## src/hw/rtl/cte_pkg.sv

```systemverilog
package cte_pkg;

   localparam int unsigned YEAR_W    = 16;
   localparam int unsigned DAYS_W    = 25;
   localparam int unsigned HMS_W     = 22;
   localparam int unsigned DSEC_W    = 42;
   localparam int unsigned EPOCH_W   = 41;
   localparam int unsigned QUOT_W    = 10;
   localparam int unsigned OFFSET_W  = 9;
   localparam int unsigned ZONE_W    = 12;

   localparam logic [YEAR_W-1:0] EPOCH_YEAR         = 16'd1970;
   localparam logic [8:0]        DAYS_PER_YEAR      = 9'd365;
   localparam logic [8:0]        LEAPS_BEFORE_EPOCH = 9'd477;
   localparam logic [16:0]       SEC_PER_DAY        = 17'd86400;
   localparam logic [11:0]       SEC_PER_HOUR       = 12'd3600;
   localparam logic [5:0]        SEC_PER_MIN        = 6'd60;
   localparam logic [6:0]        YEARS_PER_CENTURY  = 7'd100;
   localparam logic [6:0]        LAST_IN_CENTURY    = 7'd99;
   localparam int                ZONE_LIMIT         = 1440;
   localparam logic [31:0]       RECIP_100          = 32'h51EB851F;
   localparam int unsigned       RECIP_SHIFT        = 37;

   localparam logic [7:0] MONTH_FIRST = 8'd1;
   localparam logic [7:0] MONTH_LAST  = 8'd12;
   localparam logic [7:0] MONTH_FEB   = 8'd2;
   localparam logic [7:0] DAY_FIRST   = 8'd1;
   localparam logic [7:0] DAY_LAST    = 8'd31;

   function automatic logic [OFFSET_W-1:0] month_offset(input logic [3:0] month);
      logic [OFFSET_W-1:0] days;
      unique case (month)
         4'd1:    days = 9'd0;
         4'd2:    days = 9'd31;
         4'd3:    days = 9'd59;
         4'd4:    days = 9'd90;
         4'd5:    days = 9'd120;
         4'd6:    days = 9'd151;
         4'd7:    days = 9'd181;
         4'd8:    days = 9'd212;
         4'd9:    days = 9'd243;
         4'd10:   days = 9'd273;
         4'd11:   days = 9'd304;
         4'd12:   days = 9'd334;
         default: days = 9'd0;
      endcase
      return days;
   endfunction

endpackage

```

## src/hw/rtl/calendar_to_epoch_seconds.sv

```systemverilog
// Calendar timestamp to seconds since 1970-01-01 00:00 UTC.
// Input channel req_*: one transaction carries year, month, day, hour,
// minute, second and a UTC offset in minutes. Output channel rsp_*: one
// transaction per input carries the 41-bit epoch second count.
// Invalid dates (year before 1970, month outside 1..12, day outside 1..31)
// and negative totals give zero; offsets beyond +-1440 minutes are ignored.
// An accepted input passes through stage registers s1 to s4 and the output register before rsp_valid.
// Throughput: one transaction per cycle while rsp_ready holds, set by the
// five-stage pipeline (reciprocal divide by 100, day count, day sum,
// day-to-second multiply, final add and clamp).
// Each stage holds its own valid bit and loads whenever it is empty or the
// next stage moves, so bubbles close up. When the receiver stalls, the
// result holds in the output register and the stages behind it keep
// filling; req_ready drops only once all five stages are full.
// Reset (synchronous, active high) empties the pipeline; payload is kept.
module calendar_to_epoch_seconds (
   input  logic        clock,
   input  logic        reset,
   input  logic        req_valid,
   output logic        req_ready,
   input  logic [15:0] req_cal_year,
   input  logic [7:0]  req_cal_month,
   input  logic [7:0]  req_cal_day,
   input  logic [7:0]  req_cal_hour,
   input  logic [7:0]  req_cal_minute,
   input  logic [7:0]  req_cal_second,
   input  logic signed [15:0] req_zone_minutes,
   output logic        rsp_valid,
   input  logic        rsp_ready,
   output logic [40:0] rsp_epoch_seconds
);
   import cte_pkg::*;

   logic s1_en, s2_en, s3_en, s4_en, out_en;

   logic                     s1_valid_ff, s1_bad_ff, s1_late_ff;
   logic [YEAR_W-1:0]        s1_span_ff, s1_ym1_ff;
   logic [QUOT_W-1:0]        s1_quot_ff;
   logic [OFFSET_W-1:0]      s1_offset_ff;
   logic [4:0]               s1_daym1_ff;
   logic [7:0]               s1_hour_ff, s1_minute_ff, s1_second_ff;
   logic signed [ZONE_W-1:0] s1_zone_ff;
   logic                     s1_bad_in, s1_zone_ok;
   logic [47:0]              s1_prod;
   logic [YEAR_W-1:0]        s1_ym1_in;

   logic                     s2_valid_ff, s2_bad_ff, s2_late_ff, s2_leap_ff;
   logic [DAYS_W-1:0]        s2_dyear_ff, s2_dyear_in;
   logic [OFFSET_W-1:0]      s2_offset_ff;
   logic [4:0]               s2_daym1_ff;
   logic signed [HMS_W-1:0]  s2_hms_ff, s2_hms_in, s2_zoff;
   logic [19:0]              s2_clock_sec;
   logic [16:0]              s2_cent;
   logic [YEAR_W-1:0]        s2_rem;
   logic                     s2_c100, s2_leap_in;

   logic                     s3_valid_ff, s3_bad_ff;
   logic [DAYS_W-1:0]        s3_days_ff, s3_days_in;
   logic signed [HMS_W-1:0]  s3_hms_ff;

   logic                     s4_valid_ff, s4_bad_ff;
   logic [DSEC_W-1:0]        s4_dsec_ff, s4_dsec_in;
   logic signed [HMS_W-1:0]  s4_hms_ff;

   logic                     rsp_valid_ff;
   logic [EPOCH_W-1:0]       rsp_epoch_ff, rsp_epoch_in;
   logic signed [DSEC_W:0]   total;

   assign out_en    = !rsp_valid_ff || rsp_ready;
   assign s4_en     = !s4_valid_ff || out_en;
   assign s3_en     = !s3_valid_ff || s4_en;
   assign s2_en     = !s2_valid_ff || s3_en;
   assign s1_en     = !s1_valid_ff || s2_en;
   assign req_ready = s1_en;

   // stage 1: validate, reciprocal divide of (year - 1) by 100, month table
   always_comb begin
      s1_bad_in  = (req_cal_year < EPOCH_YEAR) ||
                   (req_cal_month < MONTH_FIRST) || (req_cal_month > MONTH_LAST) ||
                   (req_cal_day < DAY_FIRST) || (req_cal_day > DAY_LAST);
      s1_zone_ok = (req_zone_minutes >= -16'sd1440) && (req_zone_minutes <= 16'sd1440);
      s1_ym1_in  = req_cal_year - 16'd1;
      s1_prod    = 48'(s1_ym1_in) * 48'(RECIP_100);
   end

   always_ff @(posedge clock) begin
      if (reset) begin
         s1_valid_ff <= 1'b0;
      end else if (s1_en) begin
         s1_valid_ff <= req_valid;
      end
      if (s1_en) begin
         s1_bad_ff    <= s1_bad_in;
         s1_span_ff   <= req_cal_year - EPOCH_YEAR;
         s1_ym1_ff    <= s1_ym1_in;
         s1_quot_ff   <= s1_prod[RECIP_SHIFT+QUOT_W-1:RECIP_SHIFT];
         s1_offset_ff <= month_offset(req_cal_month[3:0]);
         s1_late_ff   <= req_cal_month > MONTH_FEB;
         s1_daym1_ff  <= 5'(req_cal_day - DAY_FIRST);
         s1_hour_ff   <= req_cal_hour;
         s1_minute_ff <= req_cal_minute;
         s1_second_ff <= req_cal_second;
         s1_zone_ff   <= s1_zone_ok ? ZONE_W'(req_zone_minutes) : '0;
      end
   end

   // stage 2: days before the year, leap flag, time of day less zone
   always_comb begin
      s2_dyear_in = DAYS_W'(s1_span_ff) * DAYS_W'(DAYS_PER_YEAR)
                  + DAYS_W'(s1_ym1_ff[YEAR_W-1:2])
                  + DAYS_W'(s1_quot_ff[QUOT_W-1:2])
                  - DAYS_W'(s1_quot_ff)
                  - DAYS_W'(LEAPS_BEFORE_EPOCH);
      s2_cent     = 17'(s1_quot_ff) * 17'(YEARS_PER_CENTURY);
      s2_rem      = s1_ym1_ff - s2_cent[YEAR_W-1:0];
      s2_c100     = s2_rem == YEAR_W'(LAST_IN_CENTURY);
      s2_leap_in  = ((s1_ym1_ff[1:0] == 2'b11) && !s2_c100) ||
                    (s2_c100 && (s1_quot_ff[1:0] == 2'b11));
      s2_clock_sec = 20'(s1_hour_ff) * 20'(SEC_PER_HOUR)
                   + 20'(s1_minute_ff) * 20'(SEC_PER_MIN)
                   + 20'(s1_second_ff);
      s2_zoff     = HMS_W'(s1_zone_ff) * $signed(HMS_W'(SEC_PER_MIN));
      s2_hms_in   = $signed({2'b00, s2_clock_sec}) - s2_zoff;
   end

   always_ff @(posedge clock) begin
      if (reset) begin
         s2_valid_ff <= 1'b0;
      end else if (s2_en) begin
         s2_valid_ff <= s1_valid_ff;
      end
      if (s2_en) begin
         s2_bad_ff    <= s1_bad_ff;
         s2_dyear_ff  <= s2_dyear_in;
         s2_leap_ff   <= s2_leap_in;
         s2_late_ff   <= s1_late_ff;
         s2_offset_ff <= s1_offset_ff;
         s2_daym1_ff  <= s1_daym1_ff;
         s2_hms_ff    <= s2_hms_in;
      end
   end

   // stage 3: total day count
   assign s3_days_in = s2_dyear_ff + DAYS_W'(s2_offset_ff)
                     + DAYS_W'(s2_leap_ff && s2_late_ff) + DAYS_W'(s2_daym1_ff);

   always_ff @(posedge clock) begin
      if (reset) begin
         s3_valid_ff <= 1'b0;
      end else if (s3_en) begin
         s3_valid_ff <= s2_valid_ff;
      end
      if (s3_en) begin
         s3_bad_ff  <= s2_bad_ff;
         s3_days_ff <= s3_days_in;
         s3_hms_ff  <= s2_hms_ff;
      end
   end

   // stage 4: days to seconds
   assign s4_dsec_in = DSEC_W'(s3_days_ff) * DSEC_W'(SEC_PER_DAY);

   always_ff @(posedge clock) begin
      if (reset) begin
         s4_valid_ff <= 1'b0;
      end else if (s4_en) begin
         s4_valid_ff <= s3_valid_ff;
      end
      if (s4_en) begin
         s4_bad_ff  <= s3_bad_ff;
         s4_dsec_ff <= s4_dsec_in;
         s4_hms_ff  <= s3_hms_ff;
      end
   end

   // stage 5: add time of day, clamp negative and invalid to zero
   always_comb begin
      total        = $signed({1'b0, s4_dsec_ff}) + (DSEC_W+1)'(s4_hms_ff);
      rsp_epoch_in = (s4_bad_ff || total <= 0) ? '0 : total[EPOCH_W-1:0];
   end

   always_ff @(posedge clock) begin
      if (reset) begin
         rsp_valid_ff <= 1'b0;
      end else if (out_en) begin
         rsp_valid_ff <= s4_valid_ff;
      end
      if (out_en) begin
         rsp_epoch_ff <= rsp_epoch_in;
      end
   end

   assign rsp_valid         = rsp_valid_ff;
   assign rsp_epoch_seconds = rsp_epoch_ff;

   assert property (@(posedge clock) reset |=> !rsp_valid)
      else $error("output valid after reset");

   assert property (@(posedge clock) disable iff (reset) rsp_ready |-> req_ready)
      else $error("input stalled while output drains");

   assert property (@(posedge clock) disable iff (reset)
      s1_valid_ff |-> (s1_zone_ff >= -12'sd1440) && (s1_zone_ff <= 12'sd1440))
      else $error("zone offset beyond limit passed");

   assert property (@(posedge clock) disable iff (reset)
      (s4_valid_ff && s4_bad_ff && out_en) |=> (rsp_epoch_seconds == '0))
      else $error("invalid date gave nonzero seconds");

endmodule
```

## config.mk

```make
export PLATFORM = sky130hd
export DESIGN_NAME = calendar_to_epoch_seconds
export DESIGN_NICKNAME = d
export VERILOG_FILES = /design/src/hw/rtl/cte_pkg.sv /design/src/hw/rtl/calendar_to_epoch_seconds.sv
export SDC_FILE = /design/constraint.sdc
export NUM_CORES = 2
export LEC_CHECK = 0
export ABC_AREA = 0
export BUFFER_PORTS_ARGS = -buffer_cell sky130_fd_sc_hd__buf_2
export CAP_MARGIN = 30
export CELL_PAD_IN_SITES_DETAIL_PLACEMENT = 1
export CELL_PAD_IN_SITES_GLOBAL_PLACEMENT = 1
export CORE_MARGIN = 10
export CORE_UTILIZATION = 30
export DETAILED_ROUTE_END_ITERATION = 10
export GPL_TIMING_DRIVEN = 0
export MAX_ROUTING_LAYER = met4
export PLACE_DENSITY_LB_ADDON = 0.2
export SKIP_LAST_GASP = 1
export SLEW_MARGIN = 20
export SYNTH_ARGS = -nofsm -noshare
export SYNTH_HDL_FRONTEND = slang
export SYNTH_SLANG_ARGS = --single-unit
```

## constraint.sdc

```tcl
create_clock -name clock -period 21.2 [get_ports clock]
set_input_delay 1.06 -clock clock [delete_from_list [all_inputs] [get_ports clock]]
set_output_delay 1.06 -clock clock [all_outputs]
set_load 0.02 [all_outputs]
```

==> summary.md <==
The run finished with clean final reports. For the count of unresolved DRC violations after routing, the log shows 0. The number of gates resized after CTS was 0. The number of different library cells used by synthesis comes to 77. The number of cells on the worst reg-to-reg path is 28. The number of buffers added by the clock tree synthesis step is 40. The number of antenna violations at the first check in global routing was 5; the hold violation total from the final report was 0. The critical path starts at req_cal_year[1].

The final critical-path required period is 9.41 ns, and the max-capacitance violation count is 0. Global routing used 13.2% of the available tracks. For the later-pin clock latency in the skew report, the log shows 0.60 ns.

In this run the most critical hold path is launched from s1_offset_ff[8]$_SDFFCE_PN0P_. Sorting the synthesized cells by area gives the leading types as edfxtp_1 27%, ha_1 23%, fa_1 21%, inv_1 8.0%, xnor2_1 3.7%. Using the TritonRoute via totals, the vias-per-cell ratio works out to 4.42. The total overflow left after global routing is 0. The wire length per cell after detailed routing was 16.4 um. 119 I/O pins were placed. Clock-pin slew was measured on the worst setup and hold paths at 0.06 ns.

Of the available clock period, the critical path in the final layout requires 44.4%. For the worst setup path, the data arrival time is 9.74 ns. The run gives 4,317 as the final layout net count. After filler insertion, the fill cell instance count of the layout stands at 12,600. Once the floorplan was initialized, standard cells occupied 30.1% of the core. The clock passes through at most 3 buffers.

Based on the critical path, the design can be clocked at up to 0.106 GHz. Measured along the x axis, the die boundary spans 356 um. Number of endpoints failing setup at the final stage: 0. In this run, synthesis inferred 305 flip-flops with an integrated enable. The tools report the endpoint of the lowest-slack register-to-register path as s2_hms_ff[21]$_DFFE_PP_. The async set or reset register ratio after synthesis works out to 0%.

The run gives 3,112 as the number of standard cells after synthesis. During synthesis, Yosys emitted a total of 0 warnings. The worst hold path belongs to the class reg -> reg. STA puts the critical path data required time at 21.53 ns. Of all nets on the critical path, the largest fanout is 6. The pin count of the biggest net entering global routing was 49. The post-cts hold buffer count is 0. Of the cells placed in the final design, the portion with a size suffix greater than 1 is 6.86%.

Counting instances in the post-synthesis netlist gives the leading cell types as 722 x inv_1, 615 x ha_1, 348 x fa_1, 305 x edfxtp_1. The tools report the final clock skew as 0.0339 ns. The logs give 595 for the number of DRC markers in iteration 0 and 0.0338 mm^2 for the post-synthesis instance area. The share of the synthesized area in the top cell type is 27.1%, and the number of vias in the routed layout is 21,300. CTS placed an instance of clkbuf_16 at the clock tree root. For the pin with the worst max-slew slack, the measured transition is 1.04 ns. The remaining number of nets flagged by the antenna check after routing was 0; the end-of-flow core utilization was 33.6%. The run gives 0.126 mm^2 as the area enclosed by the die boundary.

The H-tree was split into 2 levels. Dividing the synthesized area by the synthesized cell count gives 10.9 um^2. The first global-routing pass estimated 130 mm of wire. The count of pins over their slew limit is 0, and the via count of the first global-routing pass is 23,900. The most used flip-flop cell after synthesis is edfxtp_1.

The tools report the first-pass iteration count of the detailed router as 4. The synthesized design spends more area on one cell type than any other, namely edfxtp_1. The worst hold path endpoint was s2_offset_ff[8]$_DFFE_PP_. The core region is 0.112 mm^2. The routability-driven placement congestion ratio is 0.825, and the placed wire-length estimate is 67.9 mm.

Along the worst hold path, the cell count comes to 0. The most numerous cell in the Yosys netlist was inv_1. Category of the worst setup path launch point: an input pin. The reg2reg setup slack was 14.48 ns.

After floorplanning, the core was divided into 123 placement rows. The run gives 4,151 as the net count after synthesis. The setup path with the least slack is of type in -> reg.

The growth of design area from synthesis to finish was 11.8%; the die span in y was 356 um. STA classifies the critical path endpoint as a flip-flop. TritonCTS built the clock tree.

For this design, the sink count on the clock tree is 310. Setup repair after global routing left no endpoint under its margin. The startpoint identified for the worst register-to-register timing path is s1_minute_ff[0]$_DFFE_PP_. The number of buffer cells added on primary ports was 110; the sum of negative setup slack was 0 ns. The sequential share of the synthesized area was 27.4%; the worst slew margin relative to its limit was 30.0%.

The setup fix buffers added after clock tree synthesis came out at 0. Register bit total from synthesis: 310. For this block, the routed nets add up to 78.9 mm of wire.
[layout by cell type (no fill, tap or decap), types with 17 or more instances in the layout]
cell / count
o21ai_0: 67
a21oi_1: 143
edfxtp_1: 305
a21o_1: 70
nor2_1: 130
ha_1: 615
clkbuf_16: 41
nand4_1: 18
nor3_1: 37
o21bai_1: 23
inv_1: 720
nand3_1: 40
and3_1: 17
fa_1: 348
nor2b_1: 31
xor2_1: 78
nand2_1: 80
xnor2_1: 141
buf_2: 111
nand2b_1: 26
[kinds of logic (layout without fill, tap and decap cells)]
family | Yosys count | count (layout) | synth area share (%)
simple gates | 442 | 442 | 6.45
buf+inv | 739 | 934 | 8.33
flops | 310 | 310 | 27.4
fa+ha+maj | 963 | 963 | 43.4
other cells | 0 | 7 | 0
compound gates | 422 | 422 | 8.15
xor+xnor | 225 | 225 | 5.86
mux | 11 | 11 | 0.382
[sequential cells by signal (all words and copies together), names as in the netlist, 8 cells and up]
name / cells
s1_ym1_ff: 16
s4_dsec_ff: 35
s1_offset_ff: 9
s2_offset_ff: 9
s3_hms_ff: 22
s2_hms_ff: 22
s2_dyear_ff: 25
s4_hms_ff: 22
rsp_epoch_seconds: 41
s1_quot_ff: 10
s1_zone_ff: 12
s1_span_ff: 16
s3_days_ff: 25
s1_minute_ff: 8
s1_second_ff: 8
s1_hour_ff: 8
[worst max-delay path by stage]
stage / to / slack, ns / depth (start not counted)
6_report: s1_quot_ff[9]$_DFFE_PP_ / 11.79 / 26
5_1_grt: s1_quot_ff[7]$_DFFE_PP_ / 11.28 / 27
4_1_cts: s1_quot_ff[9]$_DFFE_PP_ / 11.80 / 26
3_5_place_dp: s1_quot_ff[9]$_DFFE_PP_ / 11.22 / 26
3_3_place_gp: s1_quot_ff[9]$_DFFE_PP_ / 10.73 / 26
2_1_floorplan: s1_quot_ff[6]$_DFFE_PP_ / 13.03 / 25
[critical path, cell delays in order]
cell and delay [ns]:
buf_2 0.13, inv_1 0.28, ha_1 0.28, nand2b_1 0.11, nor3_1 0.42, nand3_1 0.21, xnor2_1 0.86, inv_1 0.22
fa_1 0.48, inv_1 0.25, fa_1 0.52, fa_1 0.54, fa_1 0.54, fa_1 0.54, fa_1 0.52, ha_1 0.31
nand3_1 0.18, nor4_1 0.50, and2_1 0.25, o2111ai_1 0.15, a41oi_1 0.56, and3_1 0.31, o211ai_1 0.16, nand3b_1 0.16
a21oi_1 0.09, xnor2_1 0.12
[cell type report]
class / instances / area [um^2] / area share, %
multi-input cells: 2063 / 21800 / 57.7
inverters: 722 / 2710 / 7.19
repair buffers: 124 / 759 / 2.01
clock inverters: 23 / 198 / 0.524
well taps: 1500 / 1880 / 4.97
clock buffers: 48 / 1050 / 2.79
diodes: 7 / 17.5 / 0.0464
plain buffers: 17 / 103 / 0.272
flip-flops and latches: 310 / 9260 / 24.5
[per-stage QoR]
| stage | hold WS, ns | setup slack (ns) | std cells | cell area (um^2) |
|---|---|---|---|---|
| 6_report | 0.397 | 11.79 | 4814 | 37700 |
| 5_1_grt | 0.407 | 11.28 | 4812 | 37700 |
| 4_1_cts | 0.403 | 11.80 | 4805 | 37700 |
| 3_5_place_dp | 0.405 | 11.22 | 4734 | 36500 |
| 3_3_place_gp | 0.401 | 10.73 | 4722 | 36200 |
| 2_1_floorplan | 0.400 | 13.03 | 3112 | 33800 |
[per-layer routing]
metal	vias up	share of wire, %	track usage [%]
met2	157	49	22.5
met5	-	0	-
met1	10400	46	16.4
met3	71	2.9	2.05
met4	0	1.8	3.04
li1	10700	-	-
Power is not shown: default switching activity piles up to over one toggle a cycle in this logic, so the estimate is an artifact.
